**src/rtl/marker_framed_sum_product_responder_assert.svh**
```systemverilog
// ----------------------------------------------------------------------------
// Assertion macros for the marker framed sum/product responder
// Concurrent checks sampled on clk and disabled while arst_n is low.
// ----------------------------------------------------------------------------
`ifndef MARKER_FRAMED_SUM_PRODUCT_RESPONDER_ASSERT_SVH
`define MARKER_FRAMED_SUM_PRODUCT_RESPONDER_ASSERT_SVH

// Same-cycle implication.
`define MFSPR_ASSERT_NOW(lbl, ante, cons, msg) \
	lbl: assert property (@(posedge clk) disable iff (!arst_n) (ante) |-> (cons)) \
		else $error(msg);

// Next-cycle implication.
`define MFSPR_ASSERT_NEXT(lbl, ante, cons, msg) \
	lbl: assert property (@(posedge clk) disable iff (!arst_n) (ante) |=> (cons)) \
		else $error(msg);

`endif

```
**src/rtl/mfspr_pkg.sv**
```systemverilog
// ----------------------------------------------------------------------------
// mfspr_pkg
// Shared constants, result codes and the response record of the responder.
// ----------------------------------------------------------------------------
`timescale 1ns / 1ps

package mfspr_pkg;

	localparam logic [7:0] START_HI = 8'hFF;
	localparam logic [7:0] START_LO = 8'hFE;
	localparam logic [7:0] END_HI   = 8'hFD;
	localparam logic [7:0] END_LO   = 8'hFC;

	localparam int FRAME_LEN  = 18;
	localparam int DATA_LEN   = 16;
	localparam int RESP_BEATS = 8;
	localparam int CNT_W      = $clog2(RESP_BEATS + 1);

	localparam logic [15:0] TIMEOUT_RESET = 16'd1000;

	localparam logic [1:0] KIND_DATA    = 2'd0;
	localparam logic [1:0] KIND_BAD_END = 2'd1;
	localparam logic [1:0] KIND_TIMEOUT = 2'd2;

	// What the current beat would produce if it were processed now.
	typedef struct packed {
		logic        hit;
		logic [1:0]  kind;
		logic [63:0] data;
	} resp_t;

endpackage

```
**src/rtl/marker_framed_sum_product_responder.sv**
```systemverilog
// A result beat is offered from the result register once its input beat has passed the
// input register and the framer. Throughput: one input beat per cycle while item_stall is
// low; a good frame answers with 8 result beats at one per cycle while result_stall is low.
// Input stalls only while an item that yields results waits for the result
// register to drain. Reset clears all control state and sets timeout_ticks to 1000.
// ----------------------------------------------------------------------------
// marker_framed_sum_product_responder
// Top level: input register, framer, result burst register and config register.
// ----------------------------------------------------------------------------
`timescale 1ns / 1ps

module marker_framed_sum_product_responder
	import mfspr_pkg::*;
(
	input  logic        clk,
	input  logic        arst_n,
	input  logic        item_valid,
	output logic        item_stall,
	input  logic        action,
	input  logic [7:0]  rx_byte,
	output logic        result_valid,
	input  logic        result_stall,
	output logic [1:0]  kind,
	output logic [7:0]  tx_byte,
	output logic        last,
	input  logic        cfg_valid,
	output logic        cfg_ready,
	input  logic [15:0] cfg_data
);

	logic             valid_s1;
	logic             action_s1;
	logic [7:0]       byte_s1;
	logic [15:0]      timeout_q;
	logic [CNT_W-1:0] cnt_q;
	logic [1:0]       kind_q;
	logic [63:0]      data_q;

	resp_t resp;
	logic  in_accept;
	logic  out_accept;
	logic  buf_free;
	logic  advance;
	logic  step;

	assign cfg_ready = 1'b1;

	assign out_accept = result_valid && !result_stall;
	assign buf_free   = (cnt_q == '0) || ((cnt_q == CNT_W'(1)) && out_accept);
	assign advance    = !resp.hit || buf_free;
	assign step       = valid_s1 && advance;
	assign item_stall = valid_s1 && !advance;
	assign in_accept  = item_valid && !item_stall;

	mfspr_frame u_frame (
		.clk           (clk),
		.arst_n        (arst_n),
		.step          (step),
		.action        (action_s1),
		.rx_byte       (byte_s1),
		.timeout_ticks (timeout_q),
		.resp          (resp)
	);

	always_ff @(posedge clk or negedge arst_n) begin
		if (!arst_n) begin
			valid_s1  <= 1'b0;
			timeout_q <= TIMEOUT_RESET;
			cnt_q     <= '0;
			kind_q    <= KIND_DATA;
		end else begin
			if (in_accept) begin
				valid_s1 <= 1'b1;
			end else if (step) begin
				valid_s1 <= 1'b0;
			end
			if (cfg_valid && cfg_ready) begin
				timeout_q <= cfg_data;
			end
			if (step && resp.hit) begin
				kind_q <= resp.kind;
				cnt_q  <= (resp.kind == KIND_DATA) ? CNT_W'(RESP_BEATS) : CNT_W'(1);
			end else if (out_accept) begin
				cnt_q <= cnt_q - CNT_W'(1);
			end
		end
	end

	always_ff @(posedge clk) begin
		if (in_accept) begin
			action_s1 <= action;
			byte_s1   <= rx_byte;
		end
		if (step && resp.hit) begin
			data_q <= resp.data;
		end else if (out_accept) begin
			data_q <= {8'd0, data_q[63:8]};
		end
	end

	assign result_valid = (cnt_q != '0);
	assign kind         = kind_q;
	assign tx_byte      = data_q[7:0];
	assign last         = (cnt_q == CNT_W'(1));

`include "marker_framed_sum_product_responder_assert.svh"

	`MFSPR_ASSERT_NOW(a_stall_needs_busy, item_stall, result_valid, "input stalled with empty result register")
	`MFSPR_ASSERT_NOW(a_status_single, result_valid && (kind != KIND_DATA), last && (tx_byte == 8'd0), "status beat is not a lone zero beat")
	`MFSPR_ASSERT_NOW(a_cnt_range, 1'b1, cnt_q <= CNT_W'(RESP_BEATS), "result beat count out of range")
	`MFSPR_ASSERT_NEXT(a_load_valid, step && resp.hit, result_valid, "result load did not raise result_valid")

endmodule

```
**src/rtl/mfspr_frame.sv**
```systemverilog
// ----------------------------------------------------------------------------
// mfspr_frame
// Start marker hunt, payload capture, timeout and the sum/product arithmetic.
// ----------------------------------------------------------------------------
`timescale 1ns / 1ps

module mfspr_frame
	import mfspr_pkg::*;
(
	input  logic        clk,
	input  logic        arst_n,
	input  logic        step,
	input  logic        action,
	input  logic [7:0]  rx_byte,
	input  logic [15:0] timeout_ticks,
	output resp_t       resp
);

	typedef enum logic [1:0] {
		HUNT    = 2'd0,
		COLLECT = 2'd1
	} phase_t;

	localparam int SR_DEPTH = FRAME_LEN - 1;

	phase_t      phase_q;
	logic [7:0]  pair_first_q;
	logic        pair_half_q;
	logic [4:0]  byte_count_q;
	logic [15:0] tick_count_q;
	logic [7:0]  payload_q [SR_DEPTH];

	logic        collecting;
	logic [15:0] tick_next;
	logic        hit_timeout;
	logic        frame_done;
	logic        end_ok;
	logic [31:0] w0, w1, w2, w3;
	logic [31:0] sum;
	logic [31:0] prod;

	assign collecting = (phase_q == COLLECT);
	assign tick_next  = (tick_count_q != 16'hFFFF) ? tick_count_q + 16'd1 : tick_count_q;

	assign hit_timeout = collecting && action && (tick_next >= timeout_ticks);
	assign frame_done  = collecting && !action && (byte_count_q == 5'(FRAME_LEN - 1));
	assign end_ok      = (payload_q[DATA_LEN] == END_HI) && (rx_byte == END_LO);

	assign w0 = {payload_q[3],  payload_q[2],  payload_q[1],  payload_q[0]};
	assign w1 = {payload_q[7],  payload_q[6],  payload_q[5],  payload_q[4]};
	assign w2 = {payload_q[11], payload_q[10], payload_q[9],  payload_q[8]};
	assign w3 = {payload_q[15], payload_q[14], payload_q[13], payload_q[12]};

	// Low 32 bits of the product are the same for signed and unsigned operands.
	assign sum  = w0 + w1;
	assign prod = w2 * w3;

	always_comb begin
		resp.hit  = hit_timeout || frame_done;
		resp.kind = hit_timeout ? KIND_TIMEOUT : (end_ok ? KIND_DATA : KIND_BAD_END);
		resp.data = (frame_done && end_ok) ? {prod, sum} : 64'd0;
	end

	always_ff @(posedge clk or negedge arst_n) begin
		if (!arst_n) begin
			phase_q      <= HUNT;
			pair_first_q <= 8'd0;
			pair_half_q  <= 1'b0;
			byte_count_q <= 5'd0;
			tick_count_q <= 16'd0;
		end else if (step) begin
			case (phase_q)
				COLLECT: begin
					if (hit_timeout || frame_done) begin
						phase_q      <= HUNT;
						pair_first_q <= 8'd0;
						pair_half_q  <= 1'b0;
						byte_count_q <= 5'd0;
						tick_count_q <= 16'd0;
					end else if (action) begin
						tick_count_q <= tick_next;
					end else begin
						byte_count_q <= byte_count_q + 5'd1;
					end
				end
				default: begin
					// Ticks are ignored while hunting.
					if (!action) begin
						if (!pair_half_q) begin
							pair_first_q <= rx_byte;
							pair_half_q  <= 1'b1;
						end else begin
							pair_half_q <= 1'b0;
							if (pair_first_q == START_HI && rx_byte == START_LO) begin
								phase_q      <= COLLECT;
								byte_count_q <= 5'd0;
								tick_count_q <= 16'd0;
							end
						end
					end
				end
			endcase
		end
	end

	// Bytes shift in from the top, so when the last frame byte arrives entry i holds byte i.
	always_ff @(posedge clk) begin
		if (step && collecting && !action) begin
			for (int i = 0; i < SR_DEPTH - 1; i++) begin
				payload_q[i] <= payload_q[i + 1];
			end
			payload_q[SR_DEPTH - 1] <= rx_byte;
		end
	end

endmodule

```
**config.mk**
```make
export PLATFORM = sky130hd
export DESIGN_NAME = marker_framed_sum_product_responder
export DESIGN_NICKNAME = d
export VERILOG_FILES = /design/src/rtl/mfspr_pkg.sv /design/src/rtl/marker_framed_sum_product_responder.sv /design/src/rtl/mfspr_frame.sv
export VERILOG_INCLUDE_DIRS = /design/src /design/src/rtl
export SDC_FILE = /design/constraint.sdc
export NUM_CORES = 2
export LEC_CHECK = 0
export BUFFER_PORTS_ARGS = -buffer_cell sky130_fd_sc_hd__buf_2
export CAP_MARGIN = 20
export CORE_MARGIN = 2
export CORE_UTILIZATION = 40
export DETAILED_ROUTE_END_ITERATION = 8
export PLACE_DENSITY = 0.54
export SLEW_MARGIN = 30
export SYNTH_ARGS = -nofsm -noshare
export SYNTH_HDL_FRONTEND = slang
export SYNTH_SLANG_ARGS = --single-unit
```
**constraint.sdc**
```tcl
create_clock -name clk -period 25.1 [get_ports clk]
set_input_delay 1.255 -clock clk [delete_from_list [all_inputs] [get_ports clk]]
set_output_delay 1.255 -clock clk [all_outputs]
set_load 0.02 [all_outputs]
```
==> metrics.md <==
| Metric | Value |
|---|---|
| EDFF count, synth | `209` |
| Status | `complete, no violations` |
| FF+latch area | `0.007635 sq mm` |
| Final instance area | `0.02966 sq mm` |
| Critical path class | `register to register` |
| Total grt overflow | `0` |
| Core box area | `0.06835 sq mm` |
| Part of the Yosys area used for sequential elements | `27.78%` |
| Footprint of the multi-input gates | `0.01766 sq mm` |
| Vias in the first global route | `19,857` |
| First-pass GRT wire length | `114.2 mm` |
| DR vias/cell | `5.133` |
| Async set-reset flop share out of synthesis | `20.53%` |
| Die Wd | `266.1 um` |
| Pin count of the biggest net entering global routing | `75` |
| Setup crit start kind | `register` |
| I/O pins | `44` |
| Post-Syn Area | `0.02748 sq mm` |
| Fillers | `6,457` |
| Num CTS Buffers | `34` |
| Final wirelength | `71.04 mm` |
| Mapped Cells | `2,689` |
| Final hold violations | `0` |
| # DRC | `0` |
| Max-slew violations | `0` |
| Global placement routability congestion | `0.8559` |
| N_diodes | `0` |
| Rel. slew slack | `31.14%` |
| Hold WS | `0.4499 ns` |
| Finished Layout Cells | `3,575` |
| Starting density of the core | `40.21%` |
| Critical-path maximum fanout | `21` |
| Area grow syn2layout | `7.922%` |
| Pre-Repair DR Iteration Count | `5` |
| Syn_area_per_cell | `10.22 sq um` |
| Die Footprint | `0.07081 sq mm` |
| Post-synth top flop | `edfxtp_1` |
| Worst r2r path cells | `23` |
| Clk slew on worst S/H paths | `0.06 ns` |
| CP Capture Type | `register` |
| Layout cells sized above 1 | `5.904%` |
| Initial antenna violation count | `1` |
| Vias | `18,350` |
| DP HPWL | `52.89 mm` |
| Floorplan row count | `96` |
| Highest clock rate | `0.1265 GHz` |
| Post-Place Cell Area | `0.02845 sq mm` |
| Minimum clock period | `7.908 ns` |
| Clk buf depth | `3` |
| Hold buffers post-CTS | `0` |
| Post-CTS resize count | `0` |
| Setup violations, final | `0` |
| RSZ-0062 raised after global routing | `no` |
| Post-Syn Nets | `3,303` |
| H-tree lvl count | `2` |
| Hold Path Depth | `0` |
| Clock tree from TritonCTS | `built` |
| Final Cycle Share | `31.51%` |
| Setup Fix Bufs, Post-CTS | `0` |
| PortBufs | `42` |
| Cell variety after synth | `71` |
| Root Buffer | `clkbuf_16` |
| Post-Route M1 WL | `33.05 mm` |
| Die height | `266.1 um` |
| Initial DRC count | `981` |
| CP Data Required Time | `25.37 ns` |
| HP Class | `register to register` |
| GRT Resource Usage Total | `20.94%` |
| Clk_lat worst skew | `0.56 ns` |
| Clock Skew | `0.02791 ns` |
| Met3 Wirelength | `3.339 mm` |
| Max cap viols | `0` |
| Met2 wire length | `32.63 mm` |
| Setup TNS | `0 ns` |
| Worst slew pin tran | `1.033 ns` |
| Net count, final | `3,283` |
| Critical path arrival | `8.17 ns` |
| WL per Instance | `19.87 um` |
| Syn. warnings | `0` |
| Antenna Nets Post-Route | `0` |
| Post-synthesis register bit count | `263` |
| Post-placement cell count | `3,511` |
| Clock sink count | `263` |
| Top layer used by detailed routing | `met4` |
-- kinds of logic (layout without fill, tap and decap cells) --
family / count (synthesis) / count (layout) / share of synthesized area [%]
compound gates: 308 / 308 / 7.212
xor+xnor: 120 / 120 / 3.825
fa+ha+maj: 584 / 584 / 37.76
buf+inv: 572 / 576 / 8.000
flops: 263 / 263 / 27.78
mux: 7 / 7 / 0.2686
other cells: 1 / 1 / 0.01365
simple gates: 834 / 834 / 15.13
-- flip-flops by register name, summed over array words and instances, names as in the netlist --
register,count
u_frame.payload_q,136
data_q,64
timeout_q,16
u_frame.tick_count_q,16
byte_s1,8
u_frame.pair_first_q,8
u_frame.byte_count_q,5
cnt_q,4
kind,2
action_s1,1
u_frame.pair_half_q,1
u_frame.phase_q,1
valid_s1,1
-- metrics by stage --
stage	worst slack (ns)	util, %
2_1_floorplan	11.86	-
3_3_place_gp	17.33	41.63
3_5_place_dp	17.20	41.63
4_1_cts	17.17	43.31
5_1_grt	16.69	43.39
6_report	17.19	43.39
-- placed cells by master (no fill, tap or decap), drive strengths merged, types with 28 or more instances in the layout --
cell,instances
xnor2,77
xor2,43
inv,450
ha,175
clkbuf,41
nand2,356
buf,68
fa,409
edfxtp,209
nor2,74
a21oi,60
a21o,28
o21ai,116
dfrtp,48
and2,284
-- metal layers --
metal  global-route usage, %  vias up
met5                       0        -
met4                   5.967        0
met3                   2.856      107
met2                   33.35      414
met1                   29.96     9409
li1                        -     8420
-- final cells by class --
cell class / count / area share (%)
Inverter: 448 / 5.670
Clock buffer: 41 / 3.063
Sequential cell: 263 / 25.74
Clock inverter: 19 / 0.7931
Multi-Input combinational cell: 1854 / 59.54
Timing Repair Buffer: 68 / 1.468
Tap cell: 882 / 3.721
-- final timing paths --
path,from,to,slack [ns]
min,u_frame.payload_q[0][133],u_frame.payload_q[0][125],0.45
min in group asynchronous,arst_n,timeout_q[0],0.85
max in group asynchronous,arst_n,u_frame.pair_first_q[6],23.79
max reg2reg,u_frame.payload_q[0][76],data_q[60],17.19
min reg2reg,u_frame.payload_q[0][133],u_frame.payload_q[0][125],0.45
max,u_frame.payload_q[0][76],data_q[60],17.19
-- critical path, stage by stage, from the launching register on --
cell and delay [ns]:
edfxtp_1 1.03, and2_1 0.27, fa_1 0.44, fa_1 0.49, fa_1 0.52, inv_1 0.05
fa_1 0.49, inv_1 0.06, fa_1 0.51, inv_1 0.06, fa_1 0.54, inv_1 0.05
fa_1 0.49, fa_1 0.42, ha_1 0.43, nand4_1 0.14, or2_2 0.31, nor4b_1 0.21
o21ai_0 0.17, a31oi_1 0.24, o21ai_0 0.23, o21ai_0 0.25, xnor2_1 0.15, nor2_1 0.06
-- Yosys cell counts (19+ instances only) --
| cell type | instances | area, sq um |
|---|---|---|
| edfxtp_1 | 209 | 6276 |
| xor2_1 | 43 | 376.6 |
| a21o_1 | 28 | 210.2 |
| o21ai_0 | 112 | 560.5 |
| nor3_1 | 19 | 95.09 |
| ha_1 | 175 | 2190 |
| nand3_1 | 19 | 95.09 |
| a21oi_1 | 60 | 300.3 |
| xnor2_1 | 77 | 674.4 |
| nand2_1 | 356 | 1336 |
| nor2_1 | 73 | 274.0 |
| fa_1 | 409 | 8188 |
| clkbuf_1 | 104 | 390.4 |
| and2_1 | 284 | 1777 |
| dfrtp_1 | 48 | 1201 |
| inv_1 | 448 | 1682 |
Power is not shown: default switching activity piles up to over one toggle a cycle in this logic, so the estimate is an artifact.
